File: config.mk
export PLATFORM = sky130hd
export DESIGN_NAME = battery_level_charge_estimator
export DESIGN_NICKNAME = d
export VERILOG_FILES = /design/src/hdl/blce_pkg.sv /design/src/hdl/battery_level_charge_estimator.sv /design/src/hdl/blce_div.sv
export SDC_FILE = /design/constraint.sdc
export NUM_CORES = 1
export LEC_CHECK = 0
export ABC_CLOCK_PERIOD_IN_PS = 5700
export BUFFER_PORTS_ARGS = -buffer_cell sky130_fd_sc_hd__buf_2
export CORE_MARGIN = 2
export CORE_UTILIZATION = 45
export CTS_CLUSTER_SIZE = 20
export DETAILED_ROUTE_END_ITERATION = 7
export PLACE_DENSITY = 0.72
export RECOVER_POWER = 25
export SYNTH_ARGS = -nofsm -noshare
export SYNTH_HDL_FRONTEND = slang
export SYNTH_SLANG_ARGS = --single-unit
File: constraint.sdc
create_clock -name clk -period 5.7 [get_ports clk]
set_input_delay 0.285 -clock clk [delete_from_list [all_inputs] [get_ports clk]]
set_output_delay 0.285 -clock clk [all_outputs]
set_load 0.02 [all_outputs]
File: src/hdl/blce_pkg.sv
`timescale 1ns / 1ps
// ----------------------------------------------------------------------------
// blce_pkg: shared types and constants of the battery level estimator
// Holds the divider request and response bundles and the fixed constants
// of the gauge sample format.
// ----------------------------------------------------------------------------
package blce_pkg;

  // Divider geometry: a 31-bit dividend, a 16-bit divisor, up to 15 quotient bits.
  localparam int NUM_W  = 31;
  localparam int DEN_W  = 16;
  localparam int QUOT_W = 15;

  // Steps of a long run (percentage mapping) and of a short run (rounding).
  localparam logic [3:0] DIV_STEPS_LONG  = 4'd15;
  localparam logic [3:0] DIV_STEPS_SHORT = 4'd7;

  // One hundred percent in Q7.8.
  localparam logic [14:0] PCT_FULL_Q = 15'd25600;

  // Status word bits and the idle time-to-full code.
  localparam int          FLAG_DSG_BIT = 0;
  localparam int          FLAG_FC_BIT  = 9;
  localparam logic [15:0] TTF_IDLE     = 16'hFFFF;

  typedef struct packed {
    logic              start;
    logic              short_run;
    logic [NUM_W-1:0]  num;
    logic [DEN_W-1:0]  den;
  } div_req_t;

  typedef struct packed {
    logic              done;
    logic [QUOT_W-1:0] quot;
  } div_rsp_t;

endpackage

File: src/hdl/battery_level_charge_estimator.sv
`timescale 1ns / 1ps
// ----------------------------------------------------------------------------
// battery_level_charge_estimator: battery level and charge state from gauge samples
// Maps cell voltage to a smoothed percentage and infers charging and
// discharging from currents, status flags, time-to-full and USB presence.
// ----------------------------------------------------------------------------
// How to use this block:
// Each request on the in_ channel is one gauge sample. It yields exactly one
// request on the out_ channel carrying the rounded level (0 to 100) and the
// charging and discharging flags. The cfg_ port writes the thresholds; write
// it only while no sample is in flight.
// From acceptance to the result being offered, one sample makes two passes
// through the shared bit-serial divider (15 steps for the voltage-to-percent
// mapping, 7 steps for rounding the window average) between the MAP, LOAD,
// WIN and DONE states. When the voltage sits at or beyond either end of the
// range the first pass is skipped. in_tready is high only while the sequencer
// is idle. A finished result sits in the output register; the next sample may
// be accepted meanwhile, and the sequencer waits at its last step only if the
// previous result is still unclaimed. Reset clears the averaging window, the
// boost baseline and streak, drops any pending result and restores the default
// thresholds.
// ----------------------------------------------------------------------------
module battery_level_charge_estimator #(
  parameter int WINDOW_DEPTH = 8
) (
  input  logic        clk,
  input  logic        rst_n,
  input  logic        in_tvalid,
  output logic        in_tready,
  // voltage_mv[15:0], current_ma[31:16], avg_current_ma[47:32],
  // status_flags[63:48], time_to_full_min[79:64], usb_host_present[80], zeros
  input  logic [87:0] in_tdata,
  output logic        out_tvalid,
  input  logic        out_tready,
  // level_pct[6:0], charging[7], discharging[8], zeros
  output logic [15:0] out_tdata,
  input  logic        cfg_we,
  input  logic [7:0]  cfg_index,
  input  logic [15:0] cfg_wdata
);

  localparam int IDX_W = (WINDOW_DEPTH > 1) ? $clog2(WINDOW_DEPTH) : 1;
  // Holds the window sum plus the rounding bias.
  localparam int SUM_W = 16 + $clog2(WINDOW_DEPTH);
  localparam logic [SUM_W-1:0]           LVL_BIAS = SUM_W'(WINDOW_DEPTH * 128);
  localparam logic [blce_pkg::DEN_W-1:0] LVL_DEN  = blce_pkg::DEN_W'(WINDOW_DEPTH * 256);
  localparam logic [IDX_W-1:0]           IDX_LAST = IDX_W'(WINDOW_DEPTH - 1);

  // Register indexes of the configuration port.
  localparam logic [7:0] REG_EMPTY      = 8'd0;
  localparam logic [7:0] REG_FULL       = 8'd1;
  localparam logic [7:0] REG_MAINT      = 8'd2;
  localparam logic [7:0] REG_DIS_MA     = 8'd3;
  localparam logic [7:0] REG_RISE       = 8'd4;
  localparam logic [7:0] REG_RESET_DROP = 8'd5;
  localparam logic [7:0] REG_DROP       = 8'd6;
  localparam logic [7:0] REG_STREAK     = 8'd7;

  typedef enum logic [6:0] {
    ST_IDLE  = 7'b0000001,
    ST_MAP   = 7'b0000010,
    ST_LOAD1 = 7'b0000100,
    ST_DIV   = 7'b0001000,
    ST_WIN   = 7'b0010000,
    ST_LOAD2 = 7'b0100000,
    ST_DONE  = 7'b1000000
  } state_t;

  state_t state_r, state_nxt;

  // Configuration registers.
  logic [15:0] empty_mv_r, full_mv_r, maint_mv_r;
  logic [14:0] dis_ma_r;
  logic [15:0] rise_mv_r, reset_drop_r, drop_mv_r;
  logic [7:0]  streak_need_r;

  // Captured sample.
  logic [15:0] s_mv_r;
  logic [15:0] s_cur_r, s_avg_r;
  logic [15:0] s_flags_r, s_ttf_r;
  logic        s_usb_r;

  // Datapath.
  logic [blce_pkg::NUM_W-1:0] prod_r;
  logic [14:0]                raw_r;
  logic                       phase_r;
  logic [6:0]                 level_r;
  logic [SUM_W-1:0]           sum_r;
  logic [14:0]                first_r;
  logic                       primed_r;
  logic [IDX_W-1:0]           idx_r;
  logic [WINDOW_DEPTH-1:0]    vld_r;
  logic [14:0]                mem_q_r;
  logic [14:0]                win_mem [WINDOW_DEPTH];
  logic [15:0]                base_r;
  logic [7:0]                 boost_r;
  logic                       chg_r, dis_r;

  // Output register.
  logic       out_valid_r;
  logic [6:0] out_level_r;
  logic       out_chg_r, out_dis_r;

  blce_pkg::div_req_t div_req;
  blce_pkg::div_rsp_t div_rsp;

  logic                       in_acc;
  logic                       out_free;
  logic                       mv_ge_full, mv_le_empty;
  logic [15:0]                mv_diff;
  logic [14:0]                old_sample;
  logic [6:0]                 quot_lvl;
  logic [17:0]                cur_bias, avg_bias;
  logic                       dis_now, direct_chg;
  logic                       base_zero, hard_drop, rise_hit, soft_drop, below_base;
  logic [7:0]                 boost_inc;
  logic [15:0]                base_nxt;
  logic [7:0]                 boost_nxt;
  logic                       chg_nxt;

  assign in_tready = (state_r == ST_IDLE);
  assign in_acc    = in_tvalid && in_tready;
  assign out_free  = !out_valid_r || out_tready;

  // ---------------------------------------------------------------- config
  always_ff @(posedge clk) begin
    if (!rst_n) begin
      empty_mv_r    <= 16'd3300;
      full_mv_r     <= 16'd4200;
      maint_mv_r    <= 16'd4150;
      dis_ma_r      <= 15'd5;
      rise_mv_r     <= 16'd25;
      reset_drop_r  <= 16'd80;
      drop_mv_r     <= 16'd10;
      streak_need_r <= 8'd2;
    end else if (cfg_we) begin
      unique case (cfg_index)
        REG_EMPTY:      empty_mv_r    <= cfg_wdata;
        REG_FULL:       full_mv_r     <= cfg_wdata;
        REG_MAINT:      maint_mv_r    <= cfg_wdata;
        REG_DIS_MA:     dis_ma_r      <= cfg_wdata[14:0];
        REG_RISE:       rise_mv_r     <= cfg_wdata;
        REG_RESET_DROP: reset_drop_r  <= cfg_wdata;
        REG_DROP:       drop_mv_r     <= cfg_wdata;
        REG_STREAK:     streak_need_r <= cfg_wdata[7:0];
        default: ;
      endcase
    end
  end

  // ---------------------------------------------------------------- mapping
  assign mv_ge_full  = (s_mv_r >= full_mv_r);
  assign mv_le_empty = (s_mv_r <= empty_mv_r);
  assign mv_diff     = s_mv_r - empty_mv_r;

  // The divider is shared between the voltage mapping and the rounding of the
  // window average; the short run covers the rounding since the level is
  // always below 128.
  always_comb begin
    div_req.start     = (state_r == ST_LOAD1) || (state_r == ST_LOAD2);
    div_req.short_run = (state_r == ST_LOAD2);
    if (state_r == ST_LOAD2) begin
      div_req.num = blce_pkg::NUM_W'(sum_r + LVL_BIAS);
      div_req.den = LVL_DEN;
    end else begin
      div_req.num = prod_r;
      div_req.den = full_mv_r - empty_mv_r;
    end
  end

  blce_div u_div (
    .clk   (clk),
    .rst_n (rst_n),
    .req   (div_req),
    .rsp   (div_rsp)
  );

  assign quot_lvl = div_rsp.quot[6:0];

  // ---------------------------------------------------------------- window
  // Entries not written since the window was primed still hold the first
  // sample, which is kept in a register rather than swept into the memory.
  assign old_sample = vld_r[idx_r] ? mem_q_r : first_r;

  always_ff @(posedge clk) begin
    mem_q_r <= win_mem[idx_r];
    if (state_r == ST_WIN && primed_r) begin
      win_mem[idx_r] <= raw_r;
    end
  end

  // ---------------------------------------------------------------- charge state
  // Adding the threshold to a current makes "below minus threshold" a sign test.
  assign cur_bias = {{2{s_cur_r[15]}}, s_cur_r} + {3'b000, dis_ma_r};
  assign avg_bias = {{2{s_avg_r[15]}}, s_avg_r} + {3'b000, dis_ma_r};
  assign dis_now  = cur_bias[17] || avg_bias[17];

  assign direct_chg = (!s_cur_r[15] && (s_cur_r != 16'd0))
                   || (!s_avg_r[15] && (s_avg_r != 16'd0))
                   || (s_ttf_r != blce_pkg::TTF_IDLE)
                   || (!s_flags_r[blce_pkg::FLAG_DSG_BIT] && s_flags_r[blce_pkg::FLAG_FC_BIT]
                       && (s_mv_r >= maint_mv_r))
                   || s_usb_r;

  assign base_zero  = (base_r == 16'd0);
  assign hard_drop  = ({1'b0, s_mv_r} + {1'b0, reset_drop_r}) < {1'b0, base_r};
  assign rise_hit   = {1'b0, s_mv_r} >= ({1'b0, base_r} + {1'b0, rise_mv_r});
  assign soft_drop  = ({1'b0, s_mv_r} + {1'b0, drop_mv_r}) < {1'b0, base_r};
  assign below_base = (s_mv_r < base_r);
  assign boost_inc  = (boost_r == 8'hFF) ? boost_r : boost_r + 8'd1;

  always_comb begin
    base_nxt  = base_r;
    boost_nxt = boost_r;
    chg_nxt   = 1'b0;
    if (dis_now) begin
      chg_nxt = 1'b0;
    end else if (direct_chg) begin
      chg_nxt = 1'b1;
    end else if (base_zero || hard_drop) begin
      base_nxt  = s_mv_r;
      boost_nxt = 8'd0;
    end else if (rise_hit) begin
      boost_nxt = boost_inc;
      chg_nxt   = (boost_inc >= streak_need_r);
    end else if (soft_drop) begin
      base_nxt  = s_mv_r;
      boost_nxt = 8'd0;
    end else if (below_base) begin
      base_nxt = s_mv_r;
    end
  end

  // ---------------------------------------------------------------- sequencer
  always_comb begin
    state_nxt = state_r;
    unique case (state_r)
      ST_IDLE:  if (in_acc) state_nxt = ST_MAP;
      ST_MAP:   state_nxt = (mv_ge_full || mv_le_empty) ? ST_WIN : ST_LOAD1;
      ST_LOAD1: state_nxt = ST_DIV;
      ST_DIV: begin
        if (div_rsp.done) begin
          state_nxt = phase_r ? ST_DONE : ST_WIN;
        end
      end
      ST_WIN:   state_nxt = ST_LOAD2;
      ST_LOAD2: state_nxt = ST_DIV;
      ST_DONE:  if (out_free) state_nxt = ST_IDLE;
      default:  state_nxt = ST_IDLE;
    endcase
  end

  always_ff @(posedge clk) begin
    if (!rst_n) begin
      state_r     <= ST_IDLE;
      primed_r    <= 1'b0;
      idx_r       <= '0;
      base_r      <= 16'd0;
      boost_r     <= 8'd0;
      out_valid_r <= 1'b0;
    end else begin
      state_r <= state_nxt;
      if (state_r == ST_WIN) begin
        base_r  <= base_nxt;
        boost_r <= boost_nxt;
        if (!primed_r) begin
          primed_r <= 1'b1;
          idx_r    <= '0;
        end else begin
          idx_r <= (idx_r == IDX_LAST) ? '0 : idx_r + IDX_W'(1);
        end
      end
      if (state_r == ST_DONE && out_free) begin
        out_valid_r <= 1'b1;
      end else if (out_tready) begin
        out_valid_r <= 1'b0;
      end
    end
  end

  // Payload registers.
  always_ff @(posedge clk) begin
    if (in_acc) begin
      s_mv_r    <= in_tdata[15:0];
      s_cur_r   <= in_tdata[31:16];
      s_avg_r   <= in_tdata[47:32];
      s_flags_r <= in_tdata[63:48];
      s_ttf_r   <= in_tdata[79:64];
      s_usb_r   <= in_tdata[80];
    end
    if (state_r == ST_MAP) begin
      prod_r <= blce_pkg::NUM_W'(mv_diff) * blce_pkg::NUM_W'(blce_pkg::PCT_FULL_Q);
      if (mv_ge_full) begin
        raw_r <= blce_pkg::PCT_FULL_Q;
      end else if (mv_le_empty) begin
        raw_r <= 15'd0;
      end
    end
    if (state_r == ST_LOAD1) begin
      phase_r <= 1'b0;
    end
    if (state_r == ST_LOAD2) begin
      phase_r <= 1'b1;
    end
    if (state_r == ST_DIV && div_rsp.done) begin
      if (phase_r) begin
        level_r <= (quot_lvl > 7'd100) ? 7'd100 : quot_lvl;
      end else begin
        raw_r <= div_rsp.quot;
      end
    end
    if (state_r == ST_WIN) begin
      chg_r <= chg_nxt;
      dis_r <= dis_now;
      if (!primed_r) begin
        sum_r   <= SUM_W'(raw_r) * SUM_W'(WINDOW_DEPTH);
        first_r <= raw_r;
        vld_r   <= '0;
      end else begin
        sum_r        <= sum_r - SUM_W'(old_sample) + SUM_W'(raw_r);
        vld_r[idx_r] <= 1'b1;
      end
    end
    if (state_r == ST_DONE && out_free) begin
      out_level_r <= level_r;
      out_chg_r   <= chg_r;
      out_dis_r   <= dis_r;
    end
  end

  assign out_tvalid = out_valid_r;
  assign out_tdata  = {7'd0, out_dis_r, out_chg_r, out_level_r};

  // ---------------------------------------------------------------- checks
`ifndef ASSERT_OFF
  a_level_range: assert property (@(posedge clk) disable iff (!rst_n)
    out_tvalid |-> (out_tdata[6:0] <= 7'd100))
    else $error("level above one hundred percent");

  a_flags_exclusive: assert property (@(posedge clk) disable iff (!rst_n)
    out_tvalid |-> !(out_tdata[7] && out_tdata[8]))
    else $error("charging and discharging both reported");

  a_div_done_state: assert property (@(posedge clk) disable iff (!rst_n)
    div_rsp.done |-> (state_r == ST_DIV))
    else $error("divider finished outside its wait state");

  a_index_range: assert property (@(posedge clk) disable iff (!rst_n)
    primed_r |-> (idx_r <= IDX_LAST))
    else $error("window index beyond window depth");
`endif

endmodule

File: src/hdl/blce_div.sv
`timescale 1ns / 1ps
// ----------------------------------------------------------------------------
// blce_div: shared restoring divider
// Produces one quotient bit per cycle. A long run gives 15 quotient bits, a
// short run 7; the caller guarantees the quotient fits in that many bits.
// ----------------------------------------------------------------------------
module blce_div (
  input  logic                clk,
  input  logic                rst_n,
  input  blce_pkg::div_req_t  req,
  output blce_pkg::div_rsp_t  rsp
);

  logic [blce_pkg::DEN_W-1:0]  rem_r;
  logic [blce_pkg::QUOT_W-1:0] q_r;
  logic [blce_pkg::DEN_W-1:0]  den_r;
  logic [3:0]                  cnt_r;
  logic                        busy_r;
  logic                        done_r;

  logic [blce_pkg::DEN_W+1:0]  trial;
  logic                        fits;
  logic [blce_pkg::DEN_W-1:0]  rem_nxt;

  // The partial remainder stays below the divisor, so the shifted value fits
  // in one extra bit; the top bit of the difference is the borrow.
  assign trial   = {1'b0, rem_r, q_r[blce_pkg::QUOT_W-1]} - {2'b00, den_r};
  assign fits    = !trial[blce_pkg::DEN_W+1];
  assign rem_nxt = fits ? trial[blce_pkg::DEN_W-1:0]
                        : {rem_r[blce_pkg::DEN_W-2:0], q_r[blce_pkg::QUOT_W-1]};

  always_ff @(posedge clk) begin
    if (!rst_n) begin
      busy_r <= 1'b0;
      done_r <= 1'b0;
      cnt_r  <= 4'd0;
    end else begin
      done_r <= 1'b0;
      if (req.start) begin
        busy_r <= 1'b1;
        cnt_r  <= req.short_run ? blce_pkg::DIV_STEPS_SHORT : blce_pkg::DIV_STEPS_LONG;
      end else if (busy_r) begin
        cnt_r <= cnt_r - 4'd1;
        if (cnt_r == 4'd1) begin
          busy_r <= 1'b0;
          done_r <= 1'b1;
        end
      end
    end
  end

  always_ff @(posedge clk) begin
    if (req.start) begin
      den_r <= req.den;
      if (req.short_run) begin
        rem_r <= req.num[22:7];
        q_r   <= {req.num[6:0], 8'd0};
      end else begin
        rem_r <= req.num[30:15];
        q_r   <= req.num[14:0];
      end
    end else if (busy_r) begin
      rem_r <= rem_nxt;
      q_r   <= {q_r[blce_pkg::QUOT_W-2:0], fits};
    end
  end

  assign rsp.done = done_r;
  assign rsp.quot = q_r;

endmodule
Yosys cells after proc, flatten, opt, wreduce, memory -nomap -nowiden. Memory sizes are Yosys's and may differ from the RTL's. A register that Yosys moved wholly into a read port is not among the register bits. Index checks and enable logic that the tools add are counted. W data, S select, Z words.

Bitwise logic cells: 6. Reductions and logical operators: 46. Equal/unequal tests: 22. Multiply operators: 1. $add $sub $neg: 14. Order comparisons: 11. Multiplexer cells: 49.

Operators with widths (number): $mux W15 (9); $mux W16 (8); $add A16 B16 Y17 (5); $mux W47 (1); $pmux W7 S6 (1); $lt A17 B16 Y1 (2); $eq A8 B3 Y1 const B (4); $ge A16 B16 Y1 (2); $mux W8 (4); $reduce_bool A16 Y1 (2); $sub A16 B16 Y16 (2); $mux W7 (4); $mul A16 B5 Y21 const B (1); $add A19 B11 Y20 const B (1); $reduce_and A2 Y1 (10); $add A19 B15 Y19 (1); $sub A19 B15 Y19 (1); $mux W18 (1); $sub A17 B16 Y18 (1); $ge A16 B17 Y1 (1); $eq A8 B2 Y1 const B (2); $le A16 B16 Y1 (1); $logic_not A16 Y1 (1); $lt A16 B16 Y1 (1); other kinds (40) (83).

RAM bits: 120. Memories kept: 1. Register bits: 380.

Memories: win_mem (depth 8, width 15, rd ports 1, clocked after memory_dff 1, wr ports 1, line battery_level_charge_estimator.sv:94) `logic [14:0] win_mem [WINDOW_DEPTH];`.

Logic depth before layout (Yosys ltp). Gate-level depths: netlist of run 1.

Depth after elaboration: 8. Gate-level depth with buffers: 25.

By module. Synthesis of run 1 repeated with hierarchy kept, for this count alone.

Cell total of the unflattened synthesis: 2871. Area, all modules: 29290.6 µm².

Modules (own cells, without submodules): battery_level_charge_estimator (area an instance 25993.7 µm², times used 1, cells each 2553); blce_div (area an instance 3296.9 µm², times used 1, cells each 318).

Worst setup path after synthesis of run 1. Ideal clock, no wire load.

Path type: reg2reg. Start point: register s_mv_r[0]. End point: register prod_r[30] (netlist bit) (data pin). Buffers on the path: 0. Stages on the path, launching flop included: 26. Required time: 5.442 ns. Library setup time: 0.258 ns. Period minus slack after synthesis: 5.420 ns. Data arrival time: 5.163 ns. Setup slack: 0.280 ns. Path through: edfxtp_1 > inv_1 > ha_1 > fa_1 > nor2b_1 > o21ai_0 > a21boi_0 > o21ai_0 > a21oi_1 > a21o_1 > a21oi_1 > xnor2_1 > ha_1 > ha_1 > inv_1 > fa_1 > inv_1 > ha_1 > and3_1 > a21oi_1 > o21ai_0 > nor4_1 > nor4_1 > a2111o_1 > a21oi_1 > xnor2_1.

Cells in the longest elaborated chain, start to end: 2.

RTL lines: from (decl) (line battery_level_charge_estimator.sv:78) `logic [15:0] s_mv_r;`; from (signal assigned) (line battery_level_charge_estimator.sv:284) `s_mv_r <= in_tdata[15:0];`; $sub A16 B16 Y16 (line battery_level_charge_estimator.sv:154) `assign mv_diff = s_mv_r - empty_mv_r;`; $mul A16 B5 Y21 (line battery_level_charge_estimator.sv:292) `prod_r <= blce_pkg::NUM_W'(mv_diff) * blce_pkg::NUM_W'(blce_pkg::PCT_FULL_Q);`; to (signal assigned) (line battery_level_charge_estimator.sv:292); to (decl) (line battery_level_charge_estimator.sv:84) `logic [blce_pkg::NUM_W-1:0] prod_r;`.

No other way between the ends. A chain may end at the register's enable or synchronous reset.

Final worst setup path of run 1. Same ends and word-level chain as after synthesis.

==> results of run 1 <==
per-stage QoR:
stage | hold WS, ns | setup TNS [ns] | setup slack (ns) | instances | power, mW
floorplan | 0.384 | 0 | 0.280 | 2770 | 6.83
global placement | 0.401 | 0 | 0.145 | 3670 | 7.57
detailed placement | 0.405 | 0 | 0.0971 | 3670 | 7.62
CTS | 0.00330 | 0 | 0.127 | 3849 | 11.6
global route | 0.0161 | -0.00306 | -0.00306 | 3853 | 12.3
finish | 0.0334 | 0 | 0.317 | 3853 | 11.6
cell families after synthesis:
logic type | synth area share, %
buffers and inverters | 4.75
muxes | 2.24
DFF | 46.6
AOI/OAI and AO/OA | 14.0
xor gates and xnor gates | 3.68
and+or+nand+nor | 13.2
other | 0.0131
adders and majority gates | 15.6
Yosys cell counts (42+ instances only):
cell type  count  area [sq um]
nor2_1       168           631
o21ai_0       91           455
clkbuf_1      88           330
dfxtp_1      192          3840
a21oi_1      181           906
ha_1         304          3800
nand2_1      276          1040
mux2i_1       46           460
xor2_1        54           473
edfxtp_1     315          9460
xnor2_1       66           578
a22oi_1       73           548
nor3_1        51           255
a21o_1        44           330
nand3_1       65           325
nand4_1       42           263
inv_1        242           908
worst paths after layout:
check / start / end / slack (ns) / cells past startpoint
setup / recovery: s_mv_r[0] / prod_r[30] / 0.32 / 25
hold / removal: cfg_wdata[10] / rise_mv_r[10] / 0.03 / 3
setup reg to reg: s_mv_r[0] / prod_r[30] / 0.32 / 25
hold reg to reg: level_r[6] / out_level_r[6] / 0.42 / 0
power by group through the flow:
stage	combinational (mW)	clock, mW	sequential, mW
floorplan	2.32	0	4.50
global placement	2.98	0	4.59
detailed placement	3.02	0	4.59
CTS	3.11	4.01	4.52
global route	3.57	4.17	4.54
finish	3.15	3.96	4.52
per-layer routing:
layer | global-route usage [%] | share of wire (%)
met1 | 29.6 | 43
met4 | 6.64 | 2.7
met2 | 34.8 | 46
met3 | 3.91 | 8.1
met5 | 0 | 0.0097
layout make-up:
cell class                 count  area, sq um  share of cell area (%)
sequential                   507        13300                    40.3
tap                          846         1060                    3.21
timing repair buffer         233         1660                    5.04
multi-input combinational   1917        14000                    42.4
antenna                        2         5.00                  0.0152
inverter                     242          911                    2.76
clock inverter                46          626                    1.90
clock buffer                  60         1430                    4.33
worst max-delay path, delay by kind of cell, from the launching register on:
| kind | cells | cell delay, ns |
|---|---|---|
| simple gates | 4 | 0.70 |
| compound gates | 10 | 1.65 |
| flops | 1 | 0.34 |
| xor+xnor | 2 | 0.30 |
| fa+ha+maj | 6 | 2.03 |
| buf+inv | 3 | 0.15 |
cells in the final DEF, fill, tap and decap left out, types with 28 or more instances in the layout:
cell type        n
dfxtp_1        191
nand2_1        276
nand3_1         65
o31ai_1         34
nor2b_1         39
nor3_1          49
clkbuf_16       56
edfxtp_1       315
inv_1          241
mux2i_1         46
xor2_1          54
nor2_1         168
nand4_1         42
a21o_1          44
a22oi_1         73
a21oi_1        178
buf_2           91
ha_1           304
and3_1          32
o21ai_0         88
o211ai_1        28
xnor2_1         66
o21a_1          31
fa_1            32
dlygate4sd3_1   73
buf_4           53
what timing repair did:
item                       4_1_cts  5_1_grt
hold buffers                    73        0
setup endpoints to repair        0        4
hold endpoints to repair        80        0
resized for setup                0       10
buffers inserted                 0        2
==> flow_summary.toml, run 1 <==
[floorplan]
io_pins = 135
die_x_um = 256
initial_core_util_pct = 45.4
std_cell_rows = 92
core-area_sq_um = 62900
die_h_um = 256
die_area_sq_um = 65500

[global_route]
antenna_found_initial = 6
first_global_vias = 20200
grt_overflow = 0
grt_start_max_net_pins = 80
grt_use_total_pct = 21.6
grt_pass1_wl_mm = 112

[yosys]
ys_seq_area_share_pct = 46.6
syn_area_sq_um = 28500
ys.flop_type = "edfxtp_1"
synthCells = 2764
yosysWarnings = 0
ys_types = 78
async_reset_ff_share_pct = 0
synth-edff-count = 315
synth.ff_latch_count = 507
synth.avg_cell_area_sq_um = 10.3

[timing]
relSlewSlack_pct = 27.6
slew_viol_final = 0
period_needed_ns = 5.38
tightest_slew_ns = 1.08
setup_viol = 0
hold_violations = 0
skew_ns = 0.0764
fmax_mhz = 186
fin_crit_sh_pct = 94.4

[drt]
drt.antenna.violating_nets = 0
drt-initial-drc-count = 1750
drc = 0
drt_first_pass_iters = 6
vias_per_cell = 5.53
routed_wirelength_mm = 72.0
vias = 21300
wl_per_cell_um = 18.7

[pwr]
power_switching_mw = 3.63
power_leakage_nw = 13.6
p_per_area_nw_per_um2 = 353
p_clk_share_pct = 34.0
p_comb_share_pct = 27.1
p_int_mw = 8.01
irDropWorstVdd_uv = 315
p_sw_share_pct = 31.2
power_frac_seq_pct = 38.9

[cts]
cts_made_buffers = 56
root_buffer = "clkbuf_16"
cts_tree = "done"
clk_path_buf_depth = 3
cts_sinks = 507
path_clk_slew_ns = 0.06
htree_levels = 2
insertion_delay_ns = 0.66

[setup_path]
start_kind = "flip-flop"
cpPeakStageDelay_ns = 0.52
crit_type = "reg2reg"
cp_max_fo = 5
worst_ep_arrival_time_ns = 5.75
cpMostUsedCell = "ha_1"
end_kind = "flip-flop"
slowest_stage = "fa_1"
cp.required_ns = 6.07

[final_layout]
drive_above_1_share_pct = 9.88
syn2layout_area_growth_pct = 15.5
largest_reg_flops = 120
stdcell_area_sq_um = 33000
regMostFlops = "win_mem"
reg_top3 = "win_mem: 120 flops, prod_r: 21 flops, sum_r: 19 flops"
layout.nets = 3410
fillers = 5515
post-route-util_pct = 52.5

[placement]
post-dp-hpwl_mm = 49.5
place_area_sq_um = 30200
place.gp.congestion = 0.919
port_buffers = 106

[hold_path]
hold_class = "in2reg"

[outcome]
outcome = "completed"

[flow_run]
drv_cap = 0
(Power assumes the default switching activity.)
==> inputs of run 2 (changes only) <==
--- a/config.mk
+++ b/config.mk
@@ -5,6 +5,7 @@
 export SDC_FILE = /design/constraint.sdc
 export NUM_CORES = 1
 export LEC_CHECK = 0
+export ABC_AREA = 1
 export ABC_CLOCK_PERIOD_IN_PS = 5700
 export BUFFER_PORTS_ARGS = -buffer_cell sky130_fd_sc_hd__buf_2
 export CORE_MARGIN = 2
==> flow_summary.toml, run 2 <==
[pwr]
p_comb_share_pct = 18.2
power_frac_seq_pct = 44.9
p_sw_share_pct = 27.8
p_clk_share_pct = 36.9
p_per_area_nw_per_um2 = 280
p_int_mw = 6.68
power_leakage_nw = 13.8
power_switching_mw = 2.57
irDropWorstVdd_uv = 269

[final_layout]
final_cell_mix = "455 x nand2_1, 425 x inv_1, 315 x edfxtp_1"
layout.nets = 3740
regMostFlops = "win_mem"
reg_top3 = "win_mem: 120 flops, prod_r: 21 flops, sum_r: 19 flops"
syn2layout_area_growth_pct = 13.7
layout_commonest_cell = "nand2_1"
largest_reg_flops = 120
seqCellArea_sq_um = 13300
fillers = 5704
post-route-util_pct = 51.5
drive_above_1_share_pct = 8.80
stdcell_area_sq_um = 33000
multi_input_area_sq_um = 13700

[timing]
period_needed_ns = 5.07
fmax_mhz = 197
fin_crit_sh_pct = 89.0
tightest_slew_ns = 1.14
skew_ns = 0.0259
rsz0062_at_grt = "no"
relSlewSlack_pct = 24.0
slew_viol_final = 0
hold_violations = 0
setup_viol = 0
fin_tns_setup_ns = 0

[yosys]
synthCells = 3097
synth-edff-count = 315
synth_common_cells = "455 x nand2_1, 425 x inv_1, 315 x edfxtp_1"
yosysWarnings = 0
ys.flop_type = "edfxtp_1"
syn_area_sq_um = 29000
synth_most_common_cell = "nand2_1"
ys_types = 66
synth_top_area_cell = "edfxtp_1"
ys_seq_area_share_pct = 45.8
synth_top_area_share_pct = 32.6
async_reset_ff_share_pct = 0
synth.ff_latch_count = 507
synthTopCellsByArea = "edfxtp_1 33%, dfxtp_1 13%, ha_1 13%, nand2_1 5.9%, inv_1 5.5%"
synth.avg_cell_area_sq_um = 9.37

[hold_path]
hold_depth = 3
hold_start = "cfg_wdata[4]"
hold_class = "in2reg"
hold_path_end = "maint_mv_r[4]"

[cts]
cts_sinks = 507
postCtsResizedCells = 0
clk_path_buf_depth = 3
cts_made_buffers = 51
htree_levels = 2
root_buffer = "clkbuf_16"
path_clk_slew_ns = 0.06
cts_tree = "done"
insertion_delay_ns = 0.62

[setup_path]
end_kind = "flip-flop"
slowest_stage = "fa_1"
start_kind = "flip-flop"
cp_max_fo = 5
rrSetupSlack_ns = 0.63
cpPeakStageDelay_ns = 0.52
r2r-end = "prod_r[30]"
cp.required_ns = 6.05
critPathTopFamily = "adder cells"
rr_worst_depth = 21
r2r-start = "s_mv_r[0]"
cp_cell_sequence = "inv_1 > ha_1 > fa_1 > nor3_1 > nor2_1 > o21ai_2 > a31oi_1 > o21ai_1 > xor2_1 > inv_1 > ha_1 > ha_1 > inv_1 > fa_1 > inv_1 > ha_1 > a21oi_1 > o21ai_0 > nand2_1 > o2111ai_1 > xor2_1"
crit_buf_inv = 4
worst_ep_arrival_time_ns = 5.43
crit_type = "reg2reg"

[global_route]
first_global_vias = 22300
grt_pass1_wl_mm = 119
antenna_found_initial = 2
grt_use_total_pct = 22.4
grt_start_max_net_pins = 74
grt_overflow = 0

[floorplan]
die_x_um = 258
initial_core_util_pct = 45.3
io_pins = 135
die_area_sq_um = 66600
core-area_sq_um = 64100
die_h_um = 258
std_cell_rows = 93

[outcome]
outcome = "completed"

[drt]
drt_first_pass_iters = 6
routed_wirelength_mm = 75.6
drt-initial-drc-count = 1848
vias_per_cell = 5.43
drc = 0
wl_per_cell_um = 18.1
vias = 22700
drt.antenna.violating_nets = 0

[placement]
post-dp-hpwl_mm = 53.9
place.gp.congestion = 0.886
port_buffers = 106
place_area_sq_um = 30600

[flow_run]
drv_cap = 0
run 2: changes by cell type after synthesis, sizes merged, moves of 40 or more:
cell,change
inv,+196
a21oi,+129
nand2,+189
nor2b,-40
mux2i,-45
a22oi,-52
o21ai,+98
run 2: what timing repair did:
item                                   4_1_cts  5_1_grt
endpoints found under the hold margin       77        0
setup buffers                                0        0
hold buffers                                74        0
run 2: power groups by stage:
stage	Combinational [mW]	Sequential (mW)	Clock, mW
2_1_floorplan	1.26	4.20	0
3_3_place_gp	1.61	4.23	0
3_5_place_dp	1.62	4.23	0
4_1_cts	1.67	4.15	3.46
5_1_grt	1.93	4.16	3.61
6_report	1.68	4.16	3.42
run 2: worst register-to-register path, stage by stage, from the launching register on:
cell and delay, ns:
edfxtp_1 0.43, inv_1 0.10, ha_1 0.22, fa_1 0.44, nor3_1 0.21, nor2_1 0.11
o21ai_2 0.24, a31oi_1 0.20, o21ai_1 0.23, xor2_1 0.30, inv_1 0.11, ha_1 0.31
ha_1 0.28, inv_1 0.05, fa_1 0.52, inv_1 0.04, ha_1 0.35, a21oi_1 0.19
o21ai_0 0.12, nand2_1 0.08, o2111ai_1 0.12, xor2_1 0.16
run 2: cells by family (layout without fill, tap and decap cells):
family / Yosys count / in the layout / share of synthesized area [%]
and+or+nand+nor: 893 / 893 / 13.7
AOI/OAI and AO/OA: 706 / 706 / 14.1
buffers and inverters: 529 / 755 / 7.20
DFF: 507 / 507 / 45.8
adders and majority gates: 336 / 336 / 15.3
xor gates and xnor gates: 110 / 110 / 3.32
muxes: 15 / 15 / 0.577
other: 1 / 9 / 0.0129
run 2: cell type report:
type / instances / share of cell area [%]
Tap cell: 855 / 3.24
Multi-Input combinational cell: 2067 / 41.5
Timing Repair Buffer: 219 / 4.69
Inverter: 441 / 5.02
Sequential cell: 507 / 40.3
Antenna cell: 2 / 0.0152
Clock buffer: 67 / 4.23
Clock inverter: 28 / 0.948
run 2: metrics by stage:
stage / worst slack (ns) / total power [mW] / cells / hold WS, ns
final: 0.625 / 9.25 / 4186 / 0.0469
after detailed placement: 0.674 / 5.85 / 4015 / 0.405
after global placement: 0.694 / 5.83 / 4015 / 0.408
after floorplan: 1.12 / 5.46 / 3103 / 0.384
after CTS: 0.649 / 9.28 / 4184 / 0.0101
after global routing: 0.273 / 9.70 / 4186 / 0.0366
run 2: routing by layer:
| metal | track usage, % | share of wire, % |
|---|---|---|
| met5 | 0 | 0 |
| met4 | 7.24 | 3.1 |
| met2 | 38.4 | 48 |
| met3 | 2.51 | 6.5 |
| met1 | 29.5 | 43 |
run 2: worst max-delay path by stage:
stage	from	endpoint	slack, ns	depth (start not counted)
2_1_floorplan	s_mv_r[0]	prod_r[30]	1.12	21
3_3_place_gp	s_mv_r[0]	prod_r[30]	0.69	21
3_5_place_dp	s_mv_r[0]	prod_r[30]	0.67	21
4_1_cts	s_mv_r[0]	prod_r[30]	0.65	21
5_1_grt	s_mv_r[0]	prod_r[30]	0.27	21
6_report	s_mv_r[0]	prod_r[30]	0.63	21
==> inputs of run 3 (changes only) <==
--- a/config.mk
+++ b/config.mk
@@ -8,7 +8,6 @@
 export ABC_AREA = 1
 export ABC_CLOCK_PERIOD_IN_PS = 5700
 export BUFFER_PORTS_ARGS = -buffer_cell sky130_fd_sc_hd__buf_2
-export CORE_MARGIN = 2
 export CORE_UTILIZATION = 45
 export CTS_CLUSTER_SIZE = 20
 export DETAILED_ROUTE_END_ITERATION = 7
==> flow_summary.toml, run 3 (same netlist as run 2, synthesis figures left out) <==
[drt]
wl_per_cell_um = 17.6
drt-initial-drc-count = 1719
vias_per_cell = 5.36
drc = 0
drt.antenna.violating_nets = 0
routed_wirelength_mm = 73.6
drt_first_pass_iters = 5
vias = 22400

[floorplan]
initial_core_util_pct = 45.8
die_h_um = 256
die_area_sq_um = 65500
std_cell_rows = 92
core-area_sq_um = 63400
io_pins = 135
die_x_um = 256

[setup_path]
end_kind = "flip-flop"
rrSetupSlack_ns = 0.42
cp_cell_sequence = "inv_1 > ha_1 > fa_1 > nor3_1 > nor2_1 > o21ai_2 > a31oi_1 > o21ai_1 > xor2_1 > inv_1 > ha_1 > ha_1 > inv_1 > fa_1 > inv_1 > ha_1 > a21oi_1 > o21ai_0 > nand2_1 > o2111ai_1 > xor2_1"
r2r-end = "prod_r[30]"
cpPeakStageDelay_ns = 0.53
critPathTopFamily = "adder cells"
cp-startpoint = "s_mv_r[0]"
cp.depth = 21
r2r-start = "s_mv_r[0]"
worst_ep_arrival_time_ns = 5.60
cp_max_fo = 5
cp.required_ns = 6.02
crit_type = "reg2reg"
rr_worst_depth = 21
start_kind = "flip-flop"
crit_buf_inv = 4
slowest_stage = "fa_1"
cp-endpoint = "prod_r[30]"

[final_layout]
layout.nets = 3746
layout_commonest_cell = "nand2_1"
largest_reg_flops = 120
reg_top3 = "win_mem: 120 flops, prod_r: 21 flops, sum_r: 19 flops"
syn2layout_area_growth_pct = 14.2
regMostFlops = "win_mem"
final_cell_mix = "455 x nand2_1, 425 x inv_1, 315 x edfxtp_1"
drive_above_1_share_pct = 9.40

[placement]
port_buffers = 106
post-dp-hpwl_mm = 52.9
place.gp.congestion = 0.944

[timing]
fin_tns_setup_ns = 0
skew_ns = 0.0798
rsz0062_at_grt = "no"
setup_viol = 0
hold_violations = 0
fmax_mhz = 190
slew_viol_final = 0
period_needed_ns = 5.28
tightest_slew_ns = 1.24
fin_crit_sh_pct = 92.6
relSlewSlack_pct = 17.0

[flow_run]
drv_cap = 0

[outcome]
outcome = "completed"

[global_route]
antenna_found_initial = 2
grt_use_total_pct = 22.2
grt_start_max_net_pins = 78
first_global_vias = 21800
grt_pass1_wl_mm = 116
grt_overflow = 0

[hold_path]
hold_class = "in2reg"

[cts]
cts_sinks = 507
insertion_delay_ns = 0.65
cts_made_buffers = 55
root_buffer = "clkbuf_16"
htree_levels = 2
path_clk_slew_ns = 0.06
cts_tree = "done"
post-cts-setup-buffer-count = 0
clk_path_buf_depth = 3

[pwr]
power_leakage_nw = 13.9
irDropWorstVdd_uv = 310
p_per_area_nw_per_um2 = 287
finalPower_mw = 9.51
-- run 3: final cells by class --
cell class / count / area (sq um)
multi-input combinational: 2067 / 13700
timing repair buffer: 221 / 1570
sequential: 507 / 13300
fill: 5575 / 30300
tap: 846 / 1060
clock inverter: 30 / 350
inverter: 441 / 1660
clock buffer: 73 / 1520
antenna: 1 / 2.50
-- run 3: worst min-delay path by stage --
stage / from / end / slack, ns / cells after the start
floorplan: in_tdata[32] / s_avg_r[0] / 0.38 / 0
global placement: level_r[2] / out_level_r[2] / 0.41 / 0
detailed placement: level_r[0] / out_level_r[0] / 0.40 / 0
CTS: cfg_wdata[0] / full_mv_r[0] / 0.01 / 3
global route: cfg_wdata[6] / empty_mv_r[6] / 0.03 / 3
finish: cfg_wdata[12] / full_mv_r[12] / 0.03 / 3
-- run 3: worst min-delay path, stage by stage --
cell      delay (ns)
buf_2           0.15
nand2_1         0.07
o211ai_1        0.07
-- run 3: repair_timing --
item                      CTS  global route
hold endpoints to repair   73             0
resized for setup           0             0
hold buffers               72             0
-- run 3: report_power, final --
| part | internal (mW) | switching [mW] |
|---|---|---|
| combinational | 0.685 | 1.01 |
| sequential | 4.07 | 0.0860 |
| clock | 2.11 | 1.54 |
| total | 6.87 | 2.64 |
-- run 3: routing by layer --
layer | up-vias | track usage [%] | part of all wire [%]
met1 | 10400 | 29.4 | 43
met5 | - | 0 | 0.014
met4 | 2 | 7.42 | 3.1
met2 | 773 | 37.1 | 46
li1 | 11100 | - | -
met3 | 146 | 3.37 | 7.2
-- run 3: metrics by stage --
| stage | hold slack, ns | cell area, sq um | utilization [%] | setup WS, ns | cells |
|---|---|---|---|---|---|
| 5_1_grt | 0.0348 | 33200 | 52.3 | 0.0994 | 4186 |
| 3_3_place_gp | 0.405 | 30600 | 48.2 | 0.585 | 4010 |
| 2_1_floorplan | 0.384 | 29100 | - | 1.12 | 3103 |
| 3_5_place_dp | 0.405 | 30600 | 48.2 | 0.538 | 4010 |
| 6_report | 0.0332 | 33200 | 52.3 | 0.424 | 4186 |
| 4_1_cts | 0.0141 | 33200 | 52.3 | 0.453 | 4185 |
